==> src/design/assert_macros.svh <==
// assertion macros shared by the parser rtl
`ifndef ASSERT_MACROS_SVH
`define ASSERT_MACROS_SVH

`ifndef SYNTHESIS

// property must hold at every clock edge outside reset
`define ASSERT_ALWAYS(label, clk, rst_n, prop) \
  label: assert property (@(posedge clk) disable iff (!rst_n) (prop)) \
    else $error("assertion failed: required property violated");

// expression must never be true outside reset
`define ASSERT_NEVER(label, clk, rst_n, expr) \
  label: assert property (@(posedge clk) disable iff (!rst_n) !(expr)) \
    else $error("assertion failed: forbidden condition seen");

`else

`define ASSERT_ALWAYS(label, clk, rst_n, prop)
`define ASSERT_NEVER(label, clk, rst_n, expr)

`endif

`endif

==> src/design/ll1p_pkg.sv <==
// shared constants, codes and grammar tables for the ll1 expression parser
package ll1p_pkg;

  localparam int STACK_DEPTH_DEFAULT = 64;

  localparam int SYM_W    = 4;
  localparam int TOK_W    = 3;
  localparam int PROD_W   = 4;
  localparam int ROW_W    = 24;
  localparam int NUM_ROWS = 5;
  localparam int CFG_IDX_W = 3;

  // token codes, also terminal symbol codes
  localparam logic [TOK_W-1:0] TOK_I     = 3'd0;
  localparam logic [TOK_W-1:0] TOK_PLUS  = 3'd1;
  localparam logic [TOK_W-1:0] TOK_STAR  = 3'd2;
  localparam logic [TOK_W-1:0] TOK_OPEN  = 3'd3;
  localparam logic [TOK_W-1:0] TOK_CLOSE = 3'd4;
  localparam logic [TOK_W-1:0] TOK_END   = 3'd5;

  // stack symbols
  localparam logic [SYM_W-1:0] SYM_I     = 4'd0;
  localparam logic [SYM_W-1:0] SYM_PLUS  = 4'd1;
  localparam logic [SYM_W-1:0] SYM_STAR  = 4'd2;
  localparam logic [SYM_W-1:0] SYM_OPEN  = 4'd3;
  localparam logic [SYM_W-1:0] SYM_CLOSE = 4'd4;
  localparam logic [SYM_W-1:0] SYM_END   = 4'd5;
  localparam logic [SYM_W-1:0] SYM_E     = 4'd8;
  localparam logic [SYM_W-1:0] SYM_K     = 4'd9;
  localparam logic [SYM_W-1:0] SYM_T     = 4'd10;
  localparam logic [SYM_W-1:0] SYM_M     = 4'd11;
  localparam logic [SYM_W-1:0] SYM_F     = 4'd12;

  // production numbers
  localparam logic [PROD_W-1:0] PROD_NONE  = 4'd0;
  localparam logic [PROD_W-1:0] PROD_E_TK  = 4'd1;
  localparam logic [PROD_W-1:0] PROD_K_PTK = 4'd2;
  localparam logic [PROD_W-1:0] PROD_K_EPS = 4'd3;
  localparam logic [PROD_W-1:0] PROD_T_FM  = 4'd4;
  localparam logic [PROD_W-1:0] PROD_M_SFM = 4'd5;
  localparam logic [PROD_W-1:0] PROD_M_EPS = 4'd6;
  localparam logic [PROD_W-1:0] PROD_F_PAR = 4'd7;
  localparam logic [PROD_W-1:0] PROD_F_I   = 4'd8;

  // verdict codes
  localparam logic [1:0] VERDICT_PENDING = 2'd0;
  localparam logic [1:0] VERDICT_ACCEPT  = 2'd1;
  localparam logic [1:0] VERDICT_REJECT  = 2'd2;

  // standard parse table rows after reset
  localparam logic [ROW_W-1:0] ROW_RESET [NUM_ROWS] = '{
    24'd4097, 24'd3342368, 24'd16388, 24'd6686048, 24'd28680
  };

  function automatic logic prod_ok(input logic [PROD_W-1:0] prod);
    return (prod != PROD_NONE) && (prod <= PROD_F_I);
  endfunction

  // number of right-hand-side symbols
  function automatic logic [1:0] rhs_len(input logic [PROD_W-1:0] prod);
    logic [1:0] len;
    unique case (prod)
      PROD_E_TK, PROD_T_FM:   len = 2'd2;
      PROD_K_PTK, PROD_M_SFM,
      PROD_F_PAR:             len = 2'd3;
      PROD_F_I:               len = 2'd1;
      default:                len = 2'd0;
    endcase
    return len;
  endfunction

  // right-hand-side symbol at position idx, leftmost at 0
  function automatic logic [SYM_W-1:0] rhs_sym(input logic [PROD_W-1:0] prod,
                                               input logic [1:0] idx);
    logic [SYM_W-1:0] sym;
    sym = SYM_I;
    unique case (prod)
      PROD_E_TK:  sym = (idx == 2'd0) ? SYM_T : SYM_K;
      PROD_K_PTK: sym = (idx == 2'd0) ? SYM_PLUS : ((idx == 2'd1) ? SYM_T : SYM_K);
      PROD_T_FM:  sym = (idx == 2'd0) ? SYM_F : SYM_M;
      PROD_M_SFM: sym = (idx == 2'd0) ? SYM_STAR : ((idx == 2'd1) ? SYM_F : SYM_M);
      PROD_F_PAR: sym = (idx == 2'd0) ? SYM_OPEN : ((idx == 2'd1) ? SYM_E : SYM_CLOSE);
      default:    sym = SYM_I;
    endcase
    return sym;
  endfunction

endpackage

==> src/design/ll1p_stack_ram.sv <==
// symbol stack storage, one write and one registered read port
module ll1p_stack_ram #(
  parameter int DEPTH = ll1p_pkg::STACK_DEPTH_DEFAULT,
  parameter int AW    = $clog2(DEPTH)
) (
  input  logic                       clk_i,
  input  logic                       we_i,
  input  logic [AW-1:0]              waddr_i,
  input  logic [ll1p_pkg::SYM_W-1:0] wdata_i,
  input  logic [AW-1:0]              raddr_i,
  output logic [ll1p_pkg::SYM_W-1:0] rdata_o
);

  logic [ll1p_pkg::SYM_W-1:0] mem [DEPTH];
  logic [ll1p_pkg::SYM_W-1:0] rdata_q;

  always_ff @(posedge clk_i) begin
    if (we_i) begin
      mem[waddr_i] <= wdata_i;
    end
  end

  always_ff @(posedge clk_i) begin
    rdata_q <= mem[raddr_i];
  end

  assign rdata_o = rdata_q;

endmodule

==> src/design/ll1p_cfg_regs.sv <==
// parse table registers and production lookup
module ll1p_cfg_regs (
  input  logic                           clk_i,
  input  logic                           rst_ni,
  input  logic                           cfg_valid_i,
  input  logic [ll1p_pkg::CFG_IDX_W-1:0] cfg_index_i,
  input  logic [ll1p_pkg::ROW_W-1:0]     cfg_data_i,
  input  logic [2:0]                     nt_i,
  input  logic [ll1p_pkg::TOK_W-1:0]     col_i,
  output logic [ll1p_pkg::PROD_W-1:0]    prod_o
);

  logic [ll1p_pkg::ROW_W-1:0] rows_q [ll1p_pkg::NUM_ROWS];
  logic [ll1p_pkg::ROW_W-1:0] row;

  always_ff @(posedge clk_i or negedge rst_ni) begin
    if (!rst_ni) begin
      rows_q <= ll1p_pkg::ROW_RESET;
    end else if (cfg_valid_i) begin
      unique case (cfg_index_i)
        3'd0:    rows_q[0] <= cfg_data_i;
        3'd1:    rows_q[1] <= cfg_data_i;
        3'd2:    rows_q[2] <= cfg_data_i;
        3'd3:    rows_q[3] <= cfg_data_i;
        3'd4:    rows_q[4] <= cfg_data_i;
        default: ;  // writes past the table are dropped
      endcase
    end
  end

  // an unknown nonterminal reads as an empty row, i.e. an error entry
  always_comb begin
    unique case (nt_i)
      3'd0:    row = rows_q[0];
      3'd1:    row = rows_q[1];
      3'd2:    row = rows_q[2];
      3'd3:    row = rows_q[3];
      3'd4:    row = rows_q[4];
      default: row = '0;
    endcase
  end

  always_comb begin
    unique case (col_i)
      3'd1:    prod_o = row[7:4];
      3'd2:    prod_o = row[11:8];
      3'd3:    prod_o = row[15:12];
      3'd4:    prod_o = row[19:16];
      3'd5:    prod_o = row[23:20];
      default: prod_o = row[3:0];
    endcase
  end

endmodule

==> src/design/ll1_expression_parser.sv <==
// ll1 predictive parser for E->TK K->+TK|eps T->FM M->*FM|eps F->(E)|i
//
// input channel: in_valid_i / in_stall_o with token_i, one token per word,
// the end-marker token closes a string. output channel: out_valid_o /
// out_stall_i with verdict_o and overflow_o, exactly one word per token.
// verdict is pending for every token but the end marker, which gives accept
// or reject and restarts the parser for the next string.
// config channel: cfg_valid_i / cfg_ready_o with cfg_index_i and cfg_data_i
// writes one of the five parse table rows (E, K, T, M, F); write only while idle.
// sequencing: one token is worked at a time by a sequencer around a single
// table lookup and a stack ram with one write and one read port. a token
// is accepted, expanded once per nonterminal, with an extra push step for
// each 3-symbol production and a ram read for each pop that reads the ram,
// matched, and then loaded into the output register.
// the output register holds its word while out_stall_i is high; a finished
// result waits there while the next token is taken, and the sequencer only
// waits when a second result is ready before the first has gone.
// reset: table rows take the standard table, stack holds end marker and E,
// error and overflow flags clear, no output word is valid.
module ll1_expression_parser #(
  parameter int STACK_DEPTH = ll1p_pkg::STACK_DEPTH_DEFAULT
) (
  input  logic                           clk_i,
  input  logic                           rst_ni,
  input  logic                           in_valid_i,
  output logic                           in_stall_o,
  input  logic [ll1p_pkg::TOK_W-1:0]     token_i,
  output logic                           out_valid_o,
  input  logic                           out_stall_i,
  output logic [1:0]                     verdict_o,
  output logic                           overflow_o,
  input  logic                           cfg_valid_i,
  output logic                           cfg_ready_o,
  input  logic [ll1p_pkg::CFG_IDX_W-1:0] cfg_index_i,
  input  logic [ll1p_pkg::ROW_W-1:0]     cfg_data_i
);

`include "assert_macros.svh"

  localparam int AW           = $clog2(STACK_DEPTH);
  localparam int SPW          = $clog2(STACK_DEPTH + 1);
  localparam int EXPAND_LIMIT = 2 * STACK_DEPTH + 16;
  localparam int CW           = $clog2(EXPAND_LIMIT + 1);

  typedef enum logic [2:0] {
    ST_IDLE,      // waiting for a token
    ST_EXPAND,    // expand nonterminal on top or match terminal
    ST_PUSH,      // second ram push of a 3-symbol production
    ST_READ_EXP,  // new top arrives from ram, keep expanding
    ST_READ_POP,  // new top arrives from ram after a match
    ST_RESP       // hand the verdict to the output register
  } state_e;

  state_e                      state_q, state_d;
  logic [SPW-1:0]              sp_q, sp_d;      // entries in use, top included
  logic [ll1p_pkg::SYM_W-1:0]  top_q, top_d;    // top of stack, kept out of ram
  logic                        err_q, err_d;
  logic                        ovf_q, ovf_d;
  logic [CW-1:0]               cnt_q, cnt_d;    // expansions for this token
  logic [ll1p_pkg::TOK_W-1:0]  tok_q, tok_d;
  logic [ll1p_pkg::TOK_W-1:0]  col_q, col_d;
  logic [ll1p_pkg::PROD_W-1:0] prod_q, prod_d;
  logic [1:0]                  res_verdict_q, res_verdict_d;
  logic                        res_ovf_q, res_ovf_d;
  logic                        out_valid_q, out_valid_d;
  logic [1:0]                  verdict_q, verdict_d;
  logic                        out_ovf_q, out_ovf_d;

  logic                        ram_we;
  logic [AW-1:0]               ram_waddr;
  logic [ll1p_pkg::SYM_W-1:0]  ram_wdata;
  logic [AW-1:0]               ram_raddr;
  logic [ll1p_pkg::SYM_W-1:0]  ram_rdata;

  logic [ll1p_pkg::PROD_W-1:0] prod;
  logic [1:0]                  len;
  logic [SPW:0]                need;
  logic                        top_is_nt;
  logic                        fail;
  logic                        fail_ovf;
  logic                        restart;

  ll1p_cfg_regs u_cfg (
    .clk_i       (clk_i),
    .rst_ni      (rst_ni),
    .cfg_valid_i (cfg_valid_i),
    .cfg_index_i (cfg_index_i),
    .cfg_data_i  (cfg_data_i),
    .nt_i        (top_q[2:0]),
    .col_i       (col_q),
    .prod_o      (prod)
  );

  ll1p_stack_ram #(
    .DEPTH (STACK_DEPTH),
    .AW    (AW)
  ) u_stack (
    .clk_i   (clk_i),
    .we_i    (ram_we),
    .waddr_i (ram_waddr),
    .wdata_i (ram_wdata),
    .raddr_i (ram_raddr),
    .rdata_o (ram_rdata)
  );

  assign cfg_ready_o = 1'b1;
  assign in_stall_o  = (state_q != ST_IDLE);
  assign out_valid_o = out_valid_q;
  assign verdict_o   = verdict_q;
  assign overflow_o  = out_ovf_q;

  assign len       = ll1p_pkg::rhs_len(prod);
  assign top_is_nt = top_q[3];
  // stack size after replacing the top by the right-hand side
  assign need      = {1'b0, sp_q} - (SPW+1)'(1) + (SPW+1)'(len);

  always_comb begin
    state_d       = state_q;
    sp_d          = sp_q;
    top_d         = top_q;
    err_d         = err_q;
    ovf_d         = ovf_q;
    cnt_d         = cnt_q;
    tok_d         = tok_q;
    col_d         = col_q;
    prod_d        = prod_q;
    res_verdict_d = res_verdict_q;
    res_ovf_d     = res_ovf_q;
    out_valid_d   = out_valid_q & out_stall_i;
    verdict_d     = verdict_q;
    out_ovf_d     = out_ovf_q;
    ram_we        = 1'b0;
    ram_waddr     = AW'(sp_q - SPW'(1));
    ram_wdata     = ll1p_pkg::rhs_sym(prod, 2'd2);
    ram_raddr     = AW'(sp_q - SPW'(2));
    fail          = 1'b0;
    fail_ovf      = 1'b0;
    restart       = 1'b0;

    unique case (state_q)
      ST_IDLE: begin
        if (in_valid_i) begin
          tok_d = token_i;
          col_d = (token_i <= ll1p_pkg::TOK_END) ? token_i : ll1p_pkg::TOK_I;
          cnt_d = '0;
          if (err_q) begin
            // sticky error: skip the token, end marker closes with reject
            state_d = ST_RESP;
            if (token_i == ll1p_pkg::TOK_END) begin
              res_verdict_d = ll1p_pkg::VERDICT_REJECT;
              res_ovf_d     = ovf_q;
              restart       = 1'b1;
            end else begin
              res_verdict_d = ll1p_pkg::VERDICT_PENDING;
              res_ovf_d     = 1'b0;
            end
          end else begin
            state_d = ST_EXPAND;
          end
        end
      end

      ST_EXPAND: begin
        if (!top_is_nt) begin
          // terminal on top: match the token or give the final verdict
          state_d = ST_RESP;
          if (tok_q == ll1p_pkg::TOK_END) begin
            res_verdict_d = (top_q == ll1p_pkg::SYM_END) ? ll1p_pkg::VERDICT_ACCEPT
                                                          : ll1p_pkg::VERDICT_REJECT;
            res_ovf_d     = 1'b0;
            restart       = 1'b1;
          end else if (top_q == {1'b0, tok_q}) begin
            res_verdict_d = ll1p_pkg::VERDICT_PENDING;
            res_ovf_d     = 1'b0;
            sp_d          = sp_q - SPW'(1);
            if (sp_q == SPW'(2)) begin
              top_d = ll1p_pkg::SYM_END;
            end else begin
              state_d = ST_READ_POP;
            end
          end else begin
            fail = 1'b1;
          end
        end else if (top_q > ll1p_pkg::SYM_F || cnt_q >= CW'(EXPAND_LIMIT) ||
                     !ll1p_pkg::prod_ok(prod)) begin
          fail = 1'b1;
        end else if (need > (SPW+1)'(STACK_DEPTH)) begin
          fail     = 1'b1;
          fail_ovf = 1'b1;
        end else begin
          cnt_d = cnt_q + CW'(1);
          unique case (len)
            2'd0: begin
              // epsilon: pop, the entry below is the new top
              sp_d = sp_q - SPW'(1);
              if (sp_q == SPW'(2)) begin
                top_d = ll1p_pkg::SYM_END;
              end else begin
                state_d = ST_READ_EXP;
              end
            end
            2'd1: begin
              top_d = ll1p_pkg::rhs_sym(prod, 2'd0);
            end
            2'd2: begin
              ram_we    = 1'b1;
              ram_wdata = ll1p_pkg::rhs_sym(prod, 2'd1);
              top_d     = ll1p_pkg::rhs_sym(prod, 2'd0);
              sp_d      = sp_q + SPW'(1);
            end
            default: begin
              // rightmost symbol now, middle one next cycle
              ram_we    = 1'b1;
              ram_wdata = ll1p_pkg::rhs_sym(prod, 2'd2);
              sp_d      = sp_q + SPW'(1);
              prod_d    = prod;
              state_d   = ST_PUSH;
            end
          endcase
        end
      end

      ST_PUSH: begin
        ram_we    = 1'b1;
        ram_wdata = ll1p_pkg::rhs_sym(prod_q, 2'd1);
        top_d     = ll1p_pkg::rhs_sym(prod_q, 2'd0);
        sp_d      = sp_q + SPW'(1);
        state_d   = ST_EXPAND;
      end

      ST_READ_EXP: begin
        top_d   = ram_rdata;
        state_d = ST_EXPAND;
      end

      ST_READ_POP: begin
        top_d   = ram_rdata;
        state_d = ST_RESP;
      end

      ST_RESP: begin
        if (!out_valid_q || !out_stall_i) begin
          out_valid_d = 1'b1;
          verdict_d   = res_verdict_q;
          out_ovf_d   = res_ovf_q;
          state_d     = ST_IDLE;
        end
      end

      default: begin
        state_d = ST_IDLE;
      end
    endcase

    // failure while settling or matching
    if (fail) begin
      state_d = ST_RESP;
      if (tok_q == ll1p_pkg::TOK_END) begin
        res_verdict_d = ll1p_pkg::VERDICT_REJECT;
        res_ovf_d     = ovf_q | fail_ovf;
        restart       = 1'b1;
      end else begin
        err_d         = 1'b1;
        ovf_d         = ovf_q | fail_ovf;
        res_verdict_d = ll1p_pkg::VERDICT_PENDING;
        res_ovf_d     = 1'b0;
      end
    end

    // back to end marker plus E for the next string
    if (restart) begin
      sp_d  = SPW'(2);
      top_d = ll1p_pkg::SYM_E;
      err_d = 1'b0;
      ovf_d = 1'b0;
    end
  end

  always_ff @(posedge clk_i or negedge rst_ni) begin
    if (!rst_ni) begin
      state_q       <= ST_IDLE;
      sp_q          <= SPW'(2);
      top_q         <= ll1p_pkg::SYM_E;
      err_q         <= 1'b0;
      ovf_q         <= 1'b0;
      cnt_q         <= '0;
      tok_q         <= ll1p_pkg::TOK_I;
      col_q         <= ll1p_pkg::TOK_I;
      prod_q        <= ll1p_pkg::PROD_NONE;
      res_verdict_q <= ll1p_pkg::VERDICT_PENDING;
      res_ovf_q     <= 1'b0;
      out_valid_q   <= 1'b0;
      verdict_q     <= ll1p_pkg::VERDICT_PENDING;
      out_ovf_q     <= 1'b0;
    end else begin
      state_q       <= state_d;
      sp_q          <= sp_d;
      top_q         <= top_d;
      err_q         <= err_d;
      ovf_q         <= ovf_d;
      cnt_q         <= cnt_d;
      tok_q         <= tok_d;
      col_q         <= col_d;
      prod_q        <= prod_d;
      res_verdict_q <= res_verdict_d;
      res_ovf_q     <= res_ovf_d;
      out_valid_q   <= out_valid_d;
      verdict_q     <= verdict_d;
      out_ovf_q     <= out_ovf_d;
    end
  end

  // the end marker at the bottom is never popped and the stack never grows past depth
  `ASSERT_ALWAYS(a_sp_range, clk_i, rst_ni, (sp_q != '0) && (sp_q <= SPW'(STACK_DEPTH)))
  // a taken token leaves the sequencer busy in the cycle after it is taken
  `ASSERT_ALWAYS(a_busy_after_take, clk_i, rst_ni, (in_valid_i && !in_stall_o) |=> in_stall_o)
  // overflow is only reported together with a reject
  `ASSERT_ALWAYS(a_ovf_reject, clk_i, rst_ni,
                 (out_valid_o && overflow_o) |-> (verdict_o == ll1p_pkg::VERDICT_REJECT))
  // the bottom entry lives outside the ram and is never written
  `ASSERT_NEVER(a_no_bottom_write, clk_i, rst_ni, ram_we && (ram_waddr == '0))

endmodule
==> config.mk <==
export PLATFORM = sky130hd
export DESIGN_NAME = ll1_expression_parser
export DESIGN_NICKNAME = d
export VERILOG_FILES = /design/src/design/ll1p_pkg.sv /design/src/design/ll1p_stack_ram.sv /design/src/design/ll1p_cfg_regs.sv /design/src/design/ll1_expression_parser.sv
export VERILOG_INCLUDE_DIRS = /design/src /design/src/design
export SDC_FILE = /design/constraint.sdc
export NUM_CORES = 1
export LEC_CHECK = 0
export BUFFER_PORTS_ARGS = -buffer_cell sky130_fd_sc_hd__clkbuf_2
export CAP_MARGIN = 20
export CORE_AREA = 3 3 267 269
export DETAILED_ROUTE_END_ITERATION = 8
export DIE_AREA = 0 0 270 272
export GPL_TIMING_DRIVEN = 1
export PLACE_DENSITY_LB_ADDON = 0.2
export SETUP_SLACK_MARGIN = 0.15
export SLEW_MARGIN = 20
export SYNTH_ARGS = -nofsm -noshare
export SYNTH_HDL_FRONTEND = slang
export SYNTH_SLANG_ARGS = --single-unit
export TNS_END_PERCENT = 20
==> constraint.sdc <==
create_clock -name clk_i -period 13.2 [get_ports clk_i]
set_input_delay 0.66 -clock clk_i [delete_from_list [all_inputs] [get_ports clk_i]]
set_output_delay 0.66 -clock clk_i [all_outputs]
set_load 0.02 [all_outputs]
After elaboration in Yosys (flattened, before gate mapping). Memories as Yosys holds them, arrays and structs flattened. A register that Yosys moved wholly into a read port is not among the register bits. Index checks and enable logic that the tools add are counted.

Flip-flop bits (word level): 161. Bits in writable memories: 256. Input port bits: 35. Output and inout port bits: 6. Word-level logic and storage cells: 237. Memories: 1.

Add/subtract/negate cells: 6. Magnitude comparators: 5. Equality and inequality tests: 58. Muxes and demuxes: 101. Bitwise operators: 5. Reductions and logical operators: 41.

Memory list: u_stack.mem (depth 64, bits a word 4, rd ports 1, clocked after Yosys merged registers in 1, write ports 1, RTL line ll1p_stack_ram.sv:14) `logic [ll1p_pkg::SYM_W-1:0] mem [DEPTH];`.

Operator list (number): $pmux 24 s5 (1); $pmux 4 s5 (5); $ne 4x4->1 const B (11); $mux 7 (6); $mux 1 (41); $mux 3 (12); $mux 4 (9); $mux 8 (4); $eq 4x3->1 const B (7); $pmux 7 s2 (2); $eq 3x2->1 const B (8); $eq 3x3->1 const B (8); $pmux 4 s3 (2); $mux 2 (9); $pmux 4 s2 (2); $pmux 8 s2 (1); $reduce_and 2->1 (8); $pmux 3 s5 (1); $reduce_and 5->1 (3); $reduce_or 2->1 (7); $eq 3x1->1 const B (4); $ne 3x3->1 const B (4); $reduce_and 6->1 (2); $ne 2x2->1 const B (5); 36 further kinds (54).

Longest topological paths before layout.
Word-level depth: 16. Mapped depth: 26. Gate-level depth less buffers: 22.

Hierarchy. From an unflattened synthesis, not the netlist that was laid out.

Cells, all modules: 1401. Area total of the unflattened synthesis: 19755.2 um^2.

By module, submodules not included: ll1p_stack_ram (instances 1, cells each 529, area an instance 10356.2 um^2, sequential area each 7767.4 um^2); ll1p_cfg_regs (instances 1, cells each 440, area an instance 5809.3 um^2, sequential area each 3029.2 um^2); ll1_expression_parser (instances 1, cells each 432, area an instance 3589.7 um^2, sequential area each 1028.5 um^2).

Least setup slack after synthesis. No wires, ideal clock.

Path kind: reg-to-reg. Start: register top_q[0] in the netlist's numbering. End: memory u_stack.mem[0][0] in the netlist's numbering, data pin. Library setup time: 1008 ps. Arrival: 8974 ps. Data required time: 12192 ps. Setup slack: 3218 ps. Cell stages (with the launch flop): 24. Path buffers: 2. Period minus slack after synthesis: 9982 ps. Path through: dfrtp_1 > buf_4 > mux4_2 > a22oi_1 > nor2_1 > a311oi_1 > a311o_1 > buf_2 > nand3_1 > o21a_1 > a21o_1 > ha_1 > inv_1 > ha_1 > inv_1 > fa_1 > o21bai_1 > a21oi_1 > xnor2_1 > a31oi_1 > nor3_1 > nand2_1 > or4_1 > o311ai_0.

Word-level cells in the longest chain between the ends: 12. Elaborated cells between the ends (all ways): 35. Those cells by class: 1 x add/sub; 3 x order compare; 11 x eq/ne; 10 x mux; 10 x reduce/logical.

RTL lines: start, declared (RTL line ll1_expression_parser.sv:56) `logic [ll1p_pkg::SYM_W-1:0] top_q, top_d;`; start signal, assigned (RTL line ll1_expression_parser.sv:283) `top_q <= ll1p_pkg::SYM_E;`; start signal, assigned (RTL line ll1_expression_parser.sv:298) `top_q <= top_d;`; $eq 3x3->1 (tied with other cells) (RTL line ll1p_cfg_regs.sv:33) `unique case (nt_i)`; $pmux 24 s5 (RTL line ll1p_cfg_regs.sv:33); $pmux 4 s5 (RTL line ll1p_cfg_regs.sv:44) `unique case (col_i)`; $eq 4x3->1 (tied with other cells) (RTL line ll1p_pkg.sv:62, ll1p_pkg.sv:77); $reduce_or 3->1 or $reduce_or 2->1 (tied branches) (RTL line ll1p_pkg.sv:62) `unique case (prod)`; $pmux 2 s3 (RTL line ll1p_pkg.sv:62); $add 8x2->8 or $eq 2x2->1 (tied branches) (RTL line ll1_expression_parser.sv:115, ll1_expression_parser.sv:192); $gt 8x7->1 or $mux 4 (tied branches); $mux 4 (RTL line ll1_expression_parser.sv:187) `end else if (need > (SPW+1)'(STACK_DEPTH)) begin`; $mux 4 (RTL line ll1_expression_parser.sv:184) `end else if (top_q > ll1p_pkg::SYM_F || cnt_q >= CW'(EXPAND_LIMIT) ||`; $mux 4 (RTL line ll1_expression_parser.sv:164) `if (!top_is_nt) begin`; $pmux 4 s2 (*) (RTL line ll1_expression_parser.sv:140) `unique case (state_q)`; net ram_wdata, one bit (RTL line ll1_expression_parser.sv:71) `logic [ll1p_pkg::SYM_W-1:0] ram_wdata;`; end, declared (RTL line ll1p_stack_ram.sv:14).

The timed path passes the listed nets; every way through them passes the cells marked *.

Worst setup path after layout.
Start: register top_q[2] in the netlist's numbering. End: memory u_stack.mem[6][1] in the netlist's numbering, data pin.

The elaborated chain is that of the path after synthesis.

==> flow_results.org <==
** Synth
- The average instance in the mapped netlist occupies around 15 µm².
- The most used flip-flop cell after synthesis is sky130_fd_sc_hd__edfxtp_1.
- After synthesis, the largest area contributor takes up roughly two fifths of total cell area.
- Commonest cells in the netlist :: sky130_fd_sc_hd__edfxtp_1 (256), sky130_fd_sc_hd__dfrtp_1 (138), sky130_fd_sc_hd__mux2_2 (135), sky130_fd_sc_hd__nor2_1 (101), sky130_fd_sc_hd__mux4_2 (88)
- Of all flip-flops after synthesis, the portion carrying an async set or reset was a little under two fifths.
- The most common cell in the synthesized netlist is sky130_fd_sc_hd__edfxtp_1.
- Synthesis Warnings :: 0
- The synthesized netlist occupies a cell area of approximately 19000 µm².
- Cell count after synthesis :: around 1300
- Synthesized Nets :: between 1000 and 1500
- Yosys mapped the design onto 80 distinct sky130hd cell types.
- By area the synthesized netlist is led by sky130_fd_sc_hd__edfxtp_1 (40%), sky130_fd_sc_hd__dfrtp_1 (18%), sky130_fd_sc_hd__mux4_2 (10%), sky130_fd_sc_hd__mux2_2 (7.9%), sky130_fd_sc_hd__dfstp_2 (3.1%).
- Cell taking the most area after synthesis :: sky130_fd_sc_hd__edfxtp_1
- Total of flip-flops plus latches after synthesis :: approximately 420
- Sequential share of the synthesized area :: approximately three fifths
- Post-synth EDFFs :: roughly 260

** Worst setup path
- Type of destination of the critical path :: register
- Data on the critical path arrives at its endpoint at between 8 and 9 ns.
- CP max FO :: 64
- The signal on the critical path passes through inv_1 -> a22oi_1 -> nor2_1 -> a311oi_1 -> a311o_1 -> a31oi_2 -> a21o_1 -> ha_1 -> inv_1 -> ha_1 -> inv_1 -> fa_1 -> o21bai_1 -> a21oi_1 -> xnor2_1 -> a31oi_1 -> nor3_1 -> nand2_1 -> or4_1 -> or4_1 -> nand3_2 -> buf_4.
- Among the stages of the critical path, the cell type that occurs most often is sky130_fd_sc_hd__inv_1.
- WS Path Type :: reg -> reg
- The number of buffers and inverters on the critical path is 4.
- Cell with the largest stage delay on the worst path :: sky130_fd_sc_hd__dfrtp_1
- Critical path data required time :: 13.46 ns
- CP Launch Type :: register
- Longest individual stage delay on the worst path :: around 0.94 ns
- Top delay family on crit path :: compound AO/OA/AOI/OAI gates

** Detailed routing
- After detailed routing, the number of remaining DRC violations is 0.
- Detail-routed via count per cell :: around 4.9
- Final wirelength :: 49110 µm
- After detailed routing, the average wire length per cell comes to between 20 and 25 µm.
- Number of detailed-route iterations in the first pass :: 5
- Vias :: between 10000 and 15000
- In this run, the number of DRC markers left after iteration 0 of detailed routing was ~820.
- Once detail routing completed, the nets flagged for antenna violations numbered 0.

** CTS
- The tree built by TritonCTS fans out to about 420 sinks.
- TritonCTS clock tree :: yes
- The cell sitting at the root of the clock tree is a sky130_fd_sc_hd__clkbuf_16.
- Number of buffers added by the clock tree synthesis step :: between 40 and 50
- The clock passes through at most 3 buffers.
- Clock-pin slew was measured on the worst setup and hold paths at about 0.060 ns.
- H-tree depth :: 2
- Post-CTS Setup Bufs :: 0
- Clock latency on the worst-skew pair :: just under 0.6 ns
- CTS hold repair buffers :: 0
- Post-CTS Resized :: 0

** Floorplanning
- Initial Util :: between 20% and 30%
- In this run the core area contains between 90 and 100 standard-cell rows.
- Measured along the y axis, the die boundary spans 272 µm.
- Overall die area :: roughly 73000 µm²
- Die width :: 270 µm
- In this run the standard cell core region covers ~69000 µm².
- Total I/O pin count :: 41

** Placed design
- Number of port buffers :: 39
- Global placer's final weighted congestion :: slightly below 0.8
- HPWL after detailed placement :: between 30000 and 40000 µm
- After detailed placement, the design holds a cell count of 2215.

** GRT
- Global routing usage on met3 :: 2.053%
- The number of global-route vias before repair came to between 10000 and 15000.
- For this run, global-route usage on met2 was measured as ~23%.
- Largest net degree at the start of global routing :: 96
- The layer flagged by global routing as most heavily used is met2.
- Global routing finished with a remaining overflow of 0.
- The first global-routing pass estimated ~75000 µm of wire.
- Global routing consumed, over all layers together, between 10% and 20% of the routing resources.
- Global routing consumed, on the met1 layer, between 10% and 20% of the routing resources.
- The initial antenna violation count is 1.

** Timing
- FMAX :: ~130 MHz
- Measured against its own limit, the worst slew margin works out to 32.39%.
- Count of endpoints failing hold in the final timing report :: 0
- Setup violations remaining at the end of the flow were counted as 0.
- The final max-slew violation count is 0.
- For the pin with the worst max-slew slack, the measured transition is 1.013 ns.
- For the final database, setup skew stands at about 0.029 ns.
- The worst path in the final design needs a cycle of between 7 and 8 ns, including I/O delays and setup.
- Final period util :: 59.88%
- Final TNS setup :: 0 ns
- RSZ-0062 raised after global routing :: false

** Layout
- In the final design database the tool counted roughly 1400 nets.
- Share of final-layout standard cells stronger than drive strength 1 :: 28.87%
- Register area :: between 10000 and 15000 µm²
- After the flow finishes, the layout carries non-filler instances totaling 2300.
- The layout has 6829 filler cells.
- Multi-input combinational cell area :: around 7100 µm²
- Relative to the synthesized area, the layout overhead comes to 14.43%.

** Job
- Max-cap violation count :: 0

** Power
- Peak VDD IR :: approximately 0.34 mV
- In this run the power density over the cells is between 200 and 300 nW/µm².
- In this run the static leakage power is between 7 and 8 nW.

** Hold path
- The tightest min-delay check is of the in -> async type.

** Outcome
- Result of the run :: finished, final reports clean
==> report_power, final <==
part	switching, W	internal [W]
clock network	0.000534	0.000753
registers	0.000190	0.00190
logic	0.00155	0.000943
total	0.00227	0.00360
==> path summary, 6_finish.rpt <==
kind | start | slack [ns] | cells after the start | end
worst min-delay path | rst_ni | 0.17 | 1 | u_cfg.rows_q[47]
worst max-delay path | top_q[2] | 5.30 | 22 | u_stack.mem[6][1]
worst max register to register | top_q[2] | 5.30 | 22 | u_stack.mem[6][1]
max in group asynchronous | rst_ni | 11.54 | 2 | top_q[1]
worst min register to register | u_cfg.rows_q[103] | 0.50 | 1 | u_cfg.rows_q[103]
min in group clk_i | token_i[0] | 0.34 | 3 | col_q[0]
==> logic make-up after synthesis <==
group | count (synthesis) | synth area share, %
adders and majority gates | 27 | 1.788
buffers and inverters | 96 | 2.118
AOI/OAI and AO/OA | 178 | 6.666
muxes | 257 | 19.93
other | 1 | 0.01941
and+or+nand+nor | 288 | 7.216
xor gates and xnor gates | 23 | 1.043
DFF | 421 | 61.22
==> cells in the final DEF (no fill, tap or decap), types with 8 or more instances in the layout <==
| cell | instances |
|---|---|
| sky130_fd_sc_hd__a211oi_1 | 10 |
| sky130_fd_sc_hd__a21oi_1 | 40 |
| sky130_fd_sc_hd__a22oi_1 | 10 |
| sky130_fd_sc_hd__and3b_1 | 9 |
| sky130_fd_sc_hd__buf_4 | 18 |
| sky130_fd_sc_hd__clkbuf_1 | 11 |
| sky130_fd_sc_hd__clkbuf_16 | 46 |
| sky130_fd_sc_hd__clkbuf_2 | 38 |
| sky130_fd_sc_hd__dfrtp_1 | 135 |
| sky130_fd_sc_hd__dfstp_2 | 23 |
| sky130_fd_sc_hd__edfxtp_1 | 256 |
| sky130_fd_sc_hd__ha_1 | 26 |
| sky130_fd_sc_hd__inv_1 | 32 |
| sky130_fd_sc_hd__mux2_2 | 135 |
| sky130_fd_sc_hd__mux2i_1 | 28 |
| sky130_fd_sc_hd__mux4_2 | 88 |
| sky130_fd_sc_hd__nand2_1 | 68 |
| sky130_fd_sc_hd__nand3_1 | 26 |
| sky130_fd_sc_hd__nor2_1 | 100 |
| sky130_fd_sc_hd__nor2b_1 | 14 |
| sky130_fd_sc_hd__nor3_1 | 18 |
| sky130_fd_sc_hd__o21ai_0 | 24 |
| sky130_fd_sc_hd__o31ai_1 | 8 |
| sky130_fd_sc_hd__or3_1 | 8 |
| sky130_fd_sc_hd__xnor2_1 | 21 |
==> worst reg2reg max path, stage by stage, from the launching register on <==
cell and delay [ns]:
sky130_fd_sc_hd__dfrtp_1 0.94, sky130_fd_sc_hd__inv_1 0.53, sky130_fd_sc_hd__a22oi_1 0.33, sky130_fd_sc_hd__nor2_1 0.06
sky130_fd_sc_hd__a311oi_1 0.32, sky130_fd_sc_hd__a311o_1 0.70, sky130_fd_sc_hd__a31oi_2 0.48, sky130_fd_sc_hd__a21o_1 0.33
sky130_fd_sc_hd__ha_1 0.19, sky130_fd_sc_hd__inv_1 0.05, sky130_fd_sc_hd__ha_1 0.17, sky130_fd_sc_hd__inv_1 0.06
sky130_fd_sc_hd__fa_1 0.39, sky130_fd_sc_hd__o21bai_1 0.19, sky130_fd_sc_hd__a21oi_1 0.11, sky130_fd_sc_hd__xnor2_1 0.14
sky130_fd_sc_hd__a31oi_1 0.14, sky130_fd_sc_hd__nor3_1 0.43, sky130_fd_sc_hd__nand2_1 0.23, sky130_fd_sc_hd__or4_1 0.65
sky130_fd_sc_hd__or4_1 0.48, sky130_fd_sc_hd__nand3_2 0.11, sky130_fd_sc_hd__buf_4 0.53
==> area by class of cell <==
type                       count  area share, %
multi-input combinational    774          32.27
antenna                        1        0.01132
tap                          931          5.270
sequential                   421          53.53
clock inverter                22          1.149
timing repair buffer          57          1.523
inverter                      32         0.5434
clock buffer                  62          5.706
==> through the flow <==
step           util (%)  worst slack, ns  power (W)  cell area, µm²  hold WS (ns)
2_1_floorplan         -            3.218   0.003855           19320        0.3644
3_3_place_gp      29.91            5.481   0.004638           20590        0.4820
3_5_place_dp      29.91            5.337   0.004659           20590        0.4882
5_1_grt           32.11            4.592   0.006251           22100        0.2579
4_1_cts           32.11            5.296   0.005970           22100        0.2038
6_report          32.12            5.296   0.005870           22100        0.1746
==> state kept, by name, indices dropped and copies added, names as in the netlist, 2 cells and up <==
| register | flops |
|---|---|
| col_q | 3 |
| u_cfg.rows_q | 120 |
| cnt_q | 8 |
| verdict_o | 2 |
| res_verdict_q | 2 |
| top_q | 4 |
| tok_q | 3 |
| state_q | 3 |
| u_stack.mem | 256 |
| prod_q | 4 |
| sp_q | 7 |
| u_stack.rdata_o | 4 |
==> routing by layer <==
layer | wire, µm | part of all wire (%) | vias to the layer above
met5 | 0 | 0 | -
met4 | 1096 | 2.2 | 0
met3 | 1613 | 3.3 | 66
met2 | 24170 | 49 | 199
met1 | 22230 | 45 | 5838
li1 | - | - | 5094
Power figures use the tool's default switching activity.
